[src/read_write_hazard_tracker_unit_defines.svh]
// ---------------------------------------------------------------------------
// Assertion macros for the read/write hazard tracker
// Shared property wrappers, clocked on clk_i and disabled in reset.
// ---------------------------------------------------------------------------
`ifndef READ_WRITE_HAZARD_TRACKER_UNIT_DEFINES_SVH
`define READ_WRITE_HAZARD_TRACKER_UNIT_DEFINES_SVH

// Same-cycle implication.
`define RWHT_ASSERT_NOW(lbl, ante, cons, msg) \
  lbl: assert property (@(posedge clk_i) disable iff (!rst_ni) (ante) |-> (cons)) \
    else $error(msg);

// Next-cycle implication.
`define RWHT_ASSERT_NEXT(lbl, ante, cons, msg) \
  lbl: assert property (@(posedge clk_i) disable iff (!rst_ni) (ante) |=> (cons)) \
    else $error(msg);

`endif

[src/rwht_pkg.sv]
// ---------------------------------------------------------------------------
// Read/write hazard tracker package
// Field widths, defaults and the item types shared by the tracker modules.
// ---------------------------------------------------------------------------
package rwht_pkg;

  // Fixed field widths.
  localparam int unsigned TASK_W     = 5;
  localparam int unsigned SLOT_W     = 6;
  localparam int unsigned OUT_MASK_W = 32;

  // Parameter defaults.
  localparam int unsigned MAX_TASKS_DEF       = 32;
  localparam int unsigned COMPONENT_SLOTS_DEF = 64;

  // One input item.
  typedef struct packed {
    logic              graph_start;
    logic [TASK_W-1:0] task_index;
    logic [SLOT_W-1:0] component_slot;
    logic              read_only;
    logic              last_access;
  } in_item_t;

  // One result item.
  typedef struct packed {
    logic [TASK_W-1:0]     task_out;
    logic [OUT_MASK_W-1:0] depends_mask;
  } out_item_t;

  // Control for one table update.
  typedef struct packed {
    logic              fresh;     // table and pending mask count as cleared
    logic              in_range;  // slot exists in the table
    logic              rd;        // read-only access
    logic [TASK_W-1:0] task_idx;
  } upd_ctrl_t;

endpackage

[src/rwht_table.sv]
// ---------------------------------------------------------------------------
// Tracker table memory
// One write port and one read port with registered read data.
// ---------------------------------------------------------------------------
module rwht_table #(
  parameter int unsigned DEPTH = 64,
  parameter int unsigned AW    = 6,
  parameter int unsigned DW    = 38
) (
  input  logic          clk_i,
  input  logic          re_i,
  input  logic [AW-1:0] raddr_i,
  output logic [DW-1:0] rdata_o,
  input  logic          we_i,
  input  logic [AW-1:0] waddr_i,
  input  logic [DW-1:0] wdata_i
);

  logic [DW-1:0] mem [DEPTH];
  logic [DW-1:0] rdata_q;

  // Write port.
  always_ff @(posedge clk_i) begin
    if (we_i) begin
      mem[waddr_i] <= wdata_i;
    end
  end

  // Read port, with registered read data.
  always_ff @(posedge clk_i) begin
    if (re_i) begin
      rdata_q <= mem[raddr_i];
    end
  end

  assign rdata_o = rdata_q;

endmodule

[src/rwht_update.sv]
// ---------------------------------------------------------------------------
// Tracker entry update
// Computes the dependencies of one access and the new table entry.
// ---------------------------------------------------------------------------
module rwht_update #(
  parameter  int unsigned MAX_TASKS = 32,
  localparam int unsigned MaskW     = (MAX_TASKS < 32) ? MAX_TASKS : 32
) (
  input  rwht_pkg::upd_ctrl_t          ctrl_i,
  input  logic                         old_wv_i,
  input  logic [rwht_pkg::TASK_W-1:0]  old_wt_i,
  input  logic [MaskW-1:0]             old_readers_i,
  input  logic [MaskW-1:0]             pending_i,
  output logic                         new_wv_o,
  output logic [rwht_pkg::TASK_W-1:0]  new_wt_o,
  output logic [MaskW-1:0]             new_readers_o,
  output logic [MaskW-1:0]             pending_o
);

  import rwht_pkg::*;

  // One-hot bit of a task; tasks beyond the mask width are dropped.
  function automatic logic [MaskW-1:0] tbit(input logic [TASK_W-1:0] t);
    logic [MaskW-1:0] b;
    b = '0;
    if (32'(t) < MaskW) begin
      b = MaskW'(1) << t;
    end
    return b;
  endfunction

  logic             base_wv;
  logic [TASK_W-1:0] base_wt;
  logic [MaskW-1:0] base_readers;
  logic [MaskW-1:0] base_pending;
  logic [MaskW-1:0] deps;

  // After a graph start the entry and the pending mask read as cleared.
  assign base_wv      = ctrl_i.fresh ? 1'b0 : old_wv_i;
  assign base_wt      = ctrl_i.fresh ? '0 : old_wt_i;
  assign base_readers = ctrl_i.fresh ? '0 : old_readers_i;
  assign base_pending = ctrl_i.fresh ? '0 : pending_i;

  // A read joins the readers; a write takes over the slot.
  always_comb begin
    deps = base_wv ? tbit(base_wt) : '0;
    if (ctrl_i.rd) begin
      new_wv_o      = base_wv;
      new_wt_o      = base_wt;
      new_readers_o = base_readers | tbit(ctrl_i.task_idx);
    end else begin
      deps          = deps | base_readers;
      new_wv_o      = 1'b1;
      new_wt_o      = ctrl_i.task_idx;
      new_readers_o = '0;
    end
    pending_o = ctrl_i.in_range ? (base_pending | deps) : base_pending;
  end

endmodule

[src/read_write_hazard_tracker_unit.sv]
// ---------------------------------------------------------------------------
// Read/write hazard tracker
// Per component slot, keeps the last writer and the readers since that
// write, and reports each task's dependency mask on its last access.
// ---------------------------------------------------------------------------
//  Channel | Direction | Handshake              | Payload
//  in      | input     | in_valid_i, in_ready_o | in_item_i  (in_item_t)
//  out     | output    | out_valid_o, out_ready_i | out_item_o (out_item_t)
//
// Sustains one item per cycle unless a sweep runs or a stalled output holds
// the stage; the table read-modify-write is one memory read at accept and
// one write as the item leaves the stage, with a bypass of that write.
// A result is registered as its last-access item leaves the stage, which
// waits out the sweep for an item that starts a graph. After reset, and
// after each graph_start item, the table is swept clear; no item is accepted.
// A stalled output holds a last-access item in the stage, and so the input.
// ---------------------------------------------------------------------------
module read_write_hazard_tracker_unit #(
  parameter int unsigned MAX_TASKS       = rwht_pkg::MAX_TASKS_DEF,
  parameter int unsigned COMPONENT_SLOTS = rwht_pkg::COMPONENT_SLOTS_DEF
) (
  input  logic                clk_i,
  input  logic                rst_ni,
  input  logic                in_valid_i,
  output logic                in_ready_o,
  input  rwht_pkg::in_item_t  in_item_i,
  output logic                out_valid_o,
  input  logic                out_ready_i,
  output rwht_pkg::out_item_t out_item_o
);

  import rwht_pkg::*;

  `include "read_write_hazard_tracker_unit_defines.svh"

  localparam int unsigned MaskW = (MAX_TASKS < 32) ? MAX_TASKS : 32;
  localparam int unsigned AW    = $clog2(COMPONENT_SLOTS);
  localparam int unsigned DW    = 1 + TASK_W + MaskW;

  typedef enum logic {ST_CLEAR, ST_RUN} state_e;

  state_e           state_q, state_d;
  logic [AW-1:0]    cnt_q, cnt_d;
  logic             s1_valid_q, s1_valid_d;
  in_item_t         s1_q, s1_d;
  logic [MaskW-1:0] pending_q, pending_d;
  logic             fwd_valid_q, fwd_valid_d;
  logic [AW-1:0]    fwd_addr_q, fwd_addr_d;
  logic [DW-1:0]    fwd_data_q, fwd_data_d;
  logic             out_valid_q, out_valid_d;
  out_item_t        out_q, out_d;

  logic             in_acc;
  logic             s1_adv;
  logic             out_free;
  logic             s1_in_range;
  logic [AW-1:0]    s1_addr;
  logic [DW-1:0]    rdata;
  logic [DW-1:0]    old_entry;
  logic [DW-1:0]    new_entry;
  logic             mem_we;
  logic [AW-1:0]    mem_waddr;
  logic [DW-1:0]    mem_wdata;
  upd_ctrl_t        upd_ctrl;
  logic             new_wv;
  logic [TASK_W-1:0] new_wt;
  logic [MaskW-1:0] new_readers;
  logic [MaskW-1:0] pending_next;

  // Handshakes.
  assign out_free    = !out_valid_q || out_ready_i;
  assign s1_adv      = s1_valid_q && (state_q == ST_RUN) && (!s1_q.last_access || out_free);
  assign in_ready_o  = (state_q == ST_RUN) && (!s1_valid_q || s1_adv);
  assign in_acc      = in_valid_i && in_ready_o;

  // Slot decode for the item in the update stage.
  assign s1_in_range = 32'(s1_q.component_slot) < COMPONENT_SLOTS;
  assign s1_addr     = AW'(s1_q.component_slot);

  // Bypass the write that landed at the same edge as this item's read.
  assign old_entry = (fwd_valid_q && (fwd_addr_q == s1_addr)) ? fwd_data_q : rdata;

  assign upd_ctrl = '{fresh:    s1_q.graph_start,
                      in_range: s1_in_range,
                      rd:       s1_q.read_only,
                      task_idx: s1_q.task_index};

  rwht_update #(
    .MAX_TASKS(MAX_TASKS)
  ) u_update (
    .ctrl_i       (upd_ctrl),
    .old_wv_i     (old_entry[DW-1]),
    .old_wt_i     (old_entry[DW-2 -: TASK_W]),
    .old_readers_i(old_entry[MaskW-1:0]),
    .pending_i    (pending_q),
    .new_wv_o     (new_wv),
    .new_wt_o     (new_wt),
    .new_readers_o(new_readers),
    .pending_o    (pending_next)
  );

  assign new_entry = {new_wv, new_wt, new_readers};

  // Write port: the clearing sweep or the stage's write-back.
  always_comb begin
    if (state_q == ST_CLEAR) begin
      mem_we    = 1'b1;
      mem_waddr = cnt_q;
      mem_wdata = '0;
    end else begin
      mem_we    = s1_adv && s1_in_range;
      mem_waddr = s1_addr;
      mem_wdata = new_entry;
    end
  end

  rwht_table #(
    .DEPTH(COMPONENT_SLOTS),
    .AW   (AW),
    .DW   (DW)
  ) u_table (
    .clk_i  (clk_i),
    .re_i   (in_acc),
    .raddr_i(AW'(in_item_i.component_slot)),
    .rdata_o(rdata),
    .we_i   (mem_we),
    .waddr_i(mem_waddr),
    .wdata_i(mem_wdata)
  );

  // Next-state logic for the sequencer, stage, bypass and output register.
  always_comb begin
    state_d     = state_q;
    cnt_d       = cnt_q;
    s1_valid_d  = s1_valid_q;
    s1_d        = s1_q;
    pending_d   = pending_q;
    fwd_valid_d = fwd_valid_q;
    fwd_addr_d  = fwd_addr_q;
    fwd_data_d  = fwd_data_q;
    out_valid_d = out_valid_q && !out_ready_i;
    out_d       = out_q;

    unique case (state_q)
      ST_CLEAR: begin
        fwd_valid_d = 1'b0;
        if (cnt_q == AW'(COMPONENT_SLOTS - 1)) begin
          state_d = ST_RUN;
          cnt_d   = '0;
        end else begin
          cnt_d = cnt_q + AW'(1);
        end
      end
      ST_RUN: begin
        if (s1_adv) begin
          s1_valid_d = 1'b0;
          pending_d  = s1_q.last_access ? '0 : pending_next;
          if (s1_in_range) begin
            fwd_valid_d = 1'b1;
            fwd_addr_d  = s1_addr;
            fwd_data_d  = new_entry;
          end
          if (s1_q.last_access) begin
            out_valid_d = 1'b1;
            out_d       = '{task_out:     s1_q.task_index,
                            depends_mask: OUT_MASK_W'(pending_next)};
          end
        end
        if (in_acc) begin
          s1_valid_d = 1'b1;
          s1_d       = in_item_i;
          if (in_item_i.graph_start) begin
            state_d = ST_CLEAR;
            cnt_d   = '0;
          end
        end
      end
      default: begin
        state_d = ST_CLEAR;
      end
    endcase
  end

  // State and registered outputs.
  always_ff @(posedge clk_i or negedge rst_ni) begin
    if (!rst_ni) begin
      state_q     <= ST_CLEAR;
      cnt_q       <= '0;
      s1_valid_q  <= 1'b0;
      s1_q        <= '0;
      pending_q   <= '0;
      fwd_valid_q <= 1'b0;
      fwd_addr_q  <= '0;
      fwd_data_q  <= '0;
      out_valid_q <= 1'b0;
      out_q       <= '0;
    end else begin
      state_q     <= state_d;
      cnt_q       <= cnt_d;
      s1_valid_q  <= s1_valid_d;
      s1_q        <= s1_d;
      pending_q   <= pending_d;
      fwd_valid_q <= fwd_valid_d;
      fwd_addr_q  <= fwd_addr_d;
      fwd_data_q  <= fwd_data_d;
      out_valid_q <= out_valid_d;
      out_q       <= out_d;
    end
  end

  assign out_valid_o = out_valid_q;
  assign out_item_o  = out_q;

  // Checks on the sequencing of table accesses.
  `RWHT_ASSERT_NEXT(a_start_sweeps, in_acc && in_item_i.graph_start, state_q == ST_CLEAR, "no sweep")
  `RWHT_ASSERT_NOW(a_no_update_in_sweep, state_q == ST_CLEAR, !s1_adv && !fwd_valid_d, "busy sweep")
  `RWHT_ASSERT_NEXT(a_last_emits, s1_adv && s1_q.last_access, out_valid_q, "no result")

endmodule

[config.mk]
export PLATFORM = sky130hd
export DESIGN_NAME = read_write_hazard_tracker_unit
export DESIGN_NICKNAME = d
export VERILOG_FILES = /design/src/rwht_pkg.sv /design/src/rwht_table.sv /design/src/rwht_update.sv /design/src/read_write_hazard_tracker_unit.sv
export VERILOG_INCLUDE_DIRS = /design/src /design/src/src
export SDC_FILE = /design/constraint.sdc
export NUM_CORES = 2
export LEC_CHECK = 0
export BUFFER_PORTS_ARGS = -buffer_cell sky130_fd_sc_hd__buf_2
export CAP_MARGIN = 20
export CORE_MARGIN = 2
export CORE_UTILIZATION = 55
export CTS_CLUSTER_DIAMETER = 40
export DETAILED_ROUTE_END_ITERATION = 10
export PLACE_DENSITY_LB_ADDON = 0.08
export SETUP_SLACK_MARGIN = 0.3
export SLEW_MARGIN = 40
export SYNTH_ARGS = -nofsm -noshare
export SYNTH_HDL_FRONTEND = slang
export SYNTH_HIERARCHICAL = 1
export SYNTH_SLANG_ARGS = --single-unit
[constraint.sdc]
create_clock -name clk_i -period 9.9 [get_ports clk_i]
set_clock_uncertainty 0.05 [all_clocks]
set_input_delay 0.495 -clock clk_i [delete_from_list [all_inputs] [get_ports clk_i]]
set_output_delay 0.495 -clock clk_i [all_outputs]
set_load 0.01 [all_outputs]
; After elaboration in Yosys (flattened, before gate mapping)
; Memory sizes are Yosys's and may differ from the RTL's. A register that Yosys moved wholly into a read port is not among the register bits.
; Cells that the tools add are included.
[word_totals]
register_bits = 137
ramBits = 2432
input_bits = 18
output_inout_bits = 39
word_cells = 79
memories = 1
[op_classes]
add_sub_neg = 1
n_eq_ne = 5
shift = 2
n_mux = 32
bitwise_logic = 4
reduce_logical = 19
[mem_list]
columns = name, depth, width, read_ports, rd_ports_with_merged_regs, write_ports, line
row1 = u_table.mem, 64, 38, 1, 1, 1, rwht_table.sv:19  ; logic [DW-1:0] mem [DEPTH];
[ops]
columns = cell, n
row1 = $mux W32, 7
row2 = $or A32 B32 Y32, 3
row3 = $mux W38, 2
row4 = $shl A1 B5 Y32 const A, 2
row5 = $mux W6, 4
row6 = $mux W1, 14
row7 = $pmux W6 S2, 1
row8 = $mux W5, 2
row9 = $reduce_and A2 Y1, 4
row10 = $add A6 B1 Y6 const B, 1
row11 = $eq A6 B6 Y1, 1
row12 = $eq A6 B6 Y1 const B, 1
row13 = $logic_and A1 B1 Y1, 6
row14 = $logic_not A1 Y1, 4
row15 = $ne A2 B1 Y1 const B, 2
row16 = $pmux W1 S2, 2
row17 = $logic_or A1 B1 Y1, 3
row18 = $reduce_and A3 Y1, 1
row19 = $ne A2 B2 Y1 const B, 1
row20 = $reduce_bool A2 Y1, 1
row21 = $not A1 Y1, 1

; Logic depth before layout (Yosys ltp)
[logic_depth]
ltp_word = 10
depth_mapped = 10
depth_no_buf = 7

; Hierarchy
; Netlist, hierarchy kept.
[modules_own_cells]
columns = mod, instances, cells_each, area_each_um2, seq_area_each_um2
row1 = rwht_table, 1, 3989, 93319.5, 74171.1
row2 = read_write_hazard_tracker_unit, 1, 423, 5969.5, 3428.3
row3 = rwht_update, 1, 158, 1247.4, 0.0

; Worst setup path before layout
; Ideal clock, no wire load.
[synth_path]
kind = flip-flop to flip-flop
startpoint = reg state_q
endpoint = mem u_table.mem[48][0] (enable)
setup_time_ns = 0.480
arrival_ns = 4.385
required_ns = 9.370
path_slack_ns = 4.984
path_stages_with_launch = 8
n_path_buf = 3
synth_period_minus_slack_ns = 4.916
cell_sequence = dfrtp_1 > clkbuf_1 > buf_2 > mux2_2 > clkbuf_1 > nor2b_1 > nand4b_1 > nor3_1
[synth_via]
elab_cells_between_ends = 6
classes_between = 4 x mux / 2 x reduce/logical
[synth_lines]
columns = item, line
row1 = start: declaration, read_write_hazard_tracker_unit.sv:42  ; state_e state_q, state_d;
row2 = start signal: assignment, read_write_hazard_tracker_unit.sv:198  ; state_q <= state_d;
row3 = $mux W6, read_write_hazard_tracker_unit.sv:106  ; if (state_q == ST_CLEAR) begin
row4 = via mem_waddr[3], read_write_hazard_tracker_unit.sv:62  ; logic [AW-1:0] mem_waddr;
row5 = end: declaration, rwht_table.sv:19
; The timed path passes the listed nets, and every way through them passes these cells.

; Worst setup path in the final report
[layout_path]
startpoint = reg out_valid_q, in the netlist out_valid_o
endpoint = mem u_table.mem[56][28] (enable)
[layout_via]
elab_chain_len = 7
[layout_lines]
columns = item, line
row1 = start: declaration, read_write_hazard_tracker_unit.sv:50  ; logic out_valid_q, out_valid_d;
row2 = start signal: assignment, read_write_hazard_tracker_unit.sv:206  ; out_valid_q <= out_valid_d;
row3 = $logic_not A1 Y1, read_write_hazard_tracker_unit.sv:71  ; assign out_free = !out_valid_q || out_ready_i;
row4 = $logic_or A1 B1 Y1, read_write_hazard_tracker_unit.sv:71
row5 = $logic_or A1 B1 Y1, read_write_hazard_tracker_unit.sv:72  ; assign s1_adv = s1_valid_q && (state_q == ST_RUN) && (!s1_q.last_access || out_free);
row6 = $logic_and A1 B1 Y1, read_write_hazard_tracker_unit.sv:72
row7 = $mux W1, read_write_hazard_tracker_unit.sv:106
row8 = via mem_we, read_write_hazard_tracker_unit.sv:61  ; logic mem_we;
row9 = $mux W1, rwht_table.sv:24  ; if (we_i) begin
row10 = $mux W1 (not written as such), rwht_table.sv:25  ; mem[waddr_i] <= wdata_i;
; The timed path passes the listed nets, and every way through them passes these cells.

==> results.toml <==
[status]
status = "finished, final reports clean"

[timing]
rsz0062_at_grt = "no"
finalSetupViolCount = 0
tns_ns = 0
tightest_slew_ns = 0.927
fin_crit_sh_pct = 41.5
finalCriticalPeriod_ns = 4.11
fmax_mhz = 243
finalMaxSlewViolations = 0
slew_headroom_pct = 38.2
finalHoldViolations = 0

[floorplan]
fp.dieW_um = 432
num_rows = 156
boundaryPins = 57
dieArea_sq_um = 186000
start_util_pct = 55.5
die_h_um = 432
core-area_sq_um = 181000

[logic_synthesis]
ys_ff_latch = 2607
synth_compound_area_share_pct = 3.30
synthXorXnorAreaFrac_pct = 0.0610
yosysSeqAreaShare_pct = 77.2
async_flop_share_pct = 5.26
synth_flop_cell = "edfxtp_1"
yosys.area_share.adder_pct = 0.0124
synth_top_family_by_area = "multiplexers"
synthMuxAreaShare_pct = 16.1
syn_avg_cell_area_sq_um = 22.0
syn-cell-area_sq_um = 101000
synth-simple-area-share_pct = 1.98
synthDistinctLibCells = 54
ys_warn_count = 6
synth_cells = 4570
synth_edf_count = 2470

[detailed_routing]
wirelength_um = 274000
drt_pre_antenna_iters = 6
via_count = 50495
viasPerCell = 6.70
antenna_left = 0
drcViolationCount = 0
first_iter_violations = 7070
wl_per_cell_um = 36.4

[setup_path]
crit_type = "flip-flop to flip-flop"
cp.arrival_ns = 4.65
start_kind = "flip-flop"
crit_family = "simple AND/OR/NAND/NOR gates"
r2r_cells = 9
path_cells = "nor2b_1 -> nand2_1 -> nand3_4 -> nand2_1 -> nor2b_1 -> nand2_1 -> nor2_4 -> buf_16 -> buf_4"
crit_cells = 9
required_ns = 10.44
cp-end-kind = "flip-flop"
startpoint = "out_valid_o$_DFF_PN0_"
critPathBufInv = 2
r2r-start = "out_valid_o$_DFF_PN0_"
slowest_delay_ns = 0.61
cp_slowest_cell = "nor2_4"
cp_common_cell = "nand2_1"
critPathMaxFanout = 22

[grt]
grt_pass1_vias = 50338
grt_use_total_pct = 29.8
grt_max_degree = 104
grt_util_met2_pct = 44.8
globalRouteMet3Util_pct = 6.57
grt.busiest_layer = "met2"
grt_antenna_before_repair = 25
globalRouteMet1Util_pct = 43.8
grt_pass1_wl_um = 385000
grt.overflow.total = 0

[layout]
stdcell_area_sq_um = 116000
area_delta_synth_final_pct = 15.8
final_nets = 4919
drive_above_1_share_pct = 32.1

[clocking]
clkLatencyLatePin_ns = 0.95
cts_hold_buffers = 11
cts_root_buf = "clkbuf_16"
clk_path_buf_depth = 4
post_cts_buffers = 0
clkSlewWorstSetupHoldPaths_ns = 0.05
cts_num_sinks = 2607
cts_made_buffers = 343
tritoncts = "yes"
cts_resized = 0
cts-htree-levels = 5

[power]
p_per_area_nw_per_um2 = 251
vdd_ir_drop_max_v = 0.000130
power_leakage_nw = 38.8

[placement]
place_area_sq_um = 105000
gp_congestion = 0.846
place_hpwl_um = 150000
portBuffers = 56

[min_path]
hold_class = "primary input to async pin"

[run]
cap_viol_max_count = 0
cell usage in the layout, fill, tap and decap left out, drive strengths merged, types with 46 or more instances in the layout:
cell type / instances
mux4: 608
clkinv: 86
nor2: 131
nand2: 84
mux2i: 63
bufinv: 46
o22ai: 100
a21oi: 76
dfrtp: 137
edfxtp: 2470
buf: 235
mux2: 164
a22o: 53
clkbuf: 399
a22oi: 138
final timing paths:
| path | to | slack, ns |
|---|---|---|
| max | u_table/mem[56][28]$_DFFE_PP_ | 5.79 |
| min | s1_q[8]$_DFFE_PN0P_ | 0.08 |
| max reg2reg | u_table/mem[56][28]$_DFFE_PP_ | 5.79 |
| min reg2reg | fwd_valid_q$_DFFE_PN0P_ | 0.43 |
| max in group asynchronous | state_q$_DFF_PN0_ | 8.51 |
| min in group clk_i | s1_addr[2]$_DFFE_PN0P_ | 0.13 |
stage by stage:
stage          setup slack [ns]  util (%)  total power [W]  instances  hold slack (ns)
5_1_grt                    5.72      64.3           0.0301       7533            0.126
6_report                   5.79      64.3           0.0292       7539           0.0807
2_1_floorplan              4.98         -           0.0155       4574            0.149
4_1_cts                    5.68      64.1           0.0293       7515           0.0522
3_3_place_gp               5.09      57.6           0.0169       6893            0.429
3_5_place_dp               5.34      57.7           0.0170       6903            0.424
layout make-up:
type | instances | area, sq um
clock inverters | 202 | 2460
clock buffers | 399 | 8950
inverters | 6 | 22.5
multi-input cells | 1696 | 22300
repair buffers | 246 | 2120
flip-flops and latches | 2607 | 77600
well taps | 2370 | 2970
fillers | 11956 | 64700
diodes | 13 | 32.5
power by group:
part | internal, W | switching [W]
Sequential | 0.0132 | 0.000337
Clock | 0.00771 | 0.00466
Combinational | 0.00105 | 0.00227
registers in the layout (all words and copies together), names as in the netlist:
| name | cells |
|---|---|
| state_q | 1 |
| fwd_addr_q | 6 |
| s1_q | 8 |
| fwd_valid_q | 1 |
| out_item_o | 37 |
| s1_valid_q | 1 |
| u_table/mem | 2432 |
| fwd_data_q | 38 |
| cnt_q | 6 |
| u_table/rdata_o | 38 |
| out_valid_o | 1 |
| pending_q | 32 |
| s1_addr | 6 |
cells in the mapped netlist, types with 23 or more instances:
cell type	count	area, sq um
edfxtp_1	2470	74200
a22oi_1	138	1040
nor2b_1	43	269
mux4_2	608	13700
a21oi_1	76	380
nand2_1	84	315
a22o_1	53	464
mux2_2	144	1620
o22ai_1	100	626
buf_6	23	259
dfrtp_1	137	3430
nor2_1	130	488
a221o_1	32	320
mux2i_1	63	631
buf_2	80	400
o221ai_1	32	280
buf_1	31	116
buf_4	25	188
clkbuf_1	106	398
and2_1	41	257
cells by family after synthesis:
| group | count (synthesis) |
|---|---|
| buf+inv | 271 |
| simple gates | 389 |
| fa+ha+maj | 1 |
| xor+xnor | 7 |
| compound gates | 459 |
| flops | 2607 |
| other cells | 1 |
| mux | 835 |
routing by layer:
metal	routed length, um	vias up
met5	131	-
met4	9060	12
met3	30300	425
met2	126000	2791
met1	109000	27188
li1	-	20079
No activity file was read; power rests on OpenSTA's default activity.
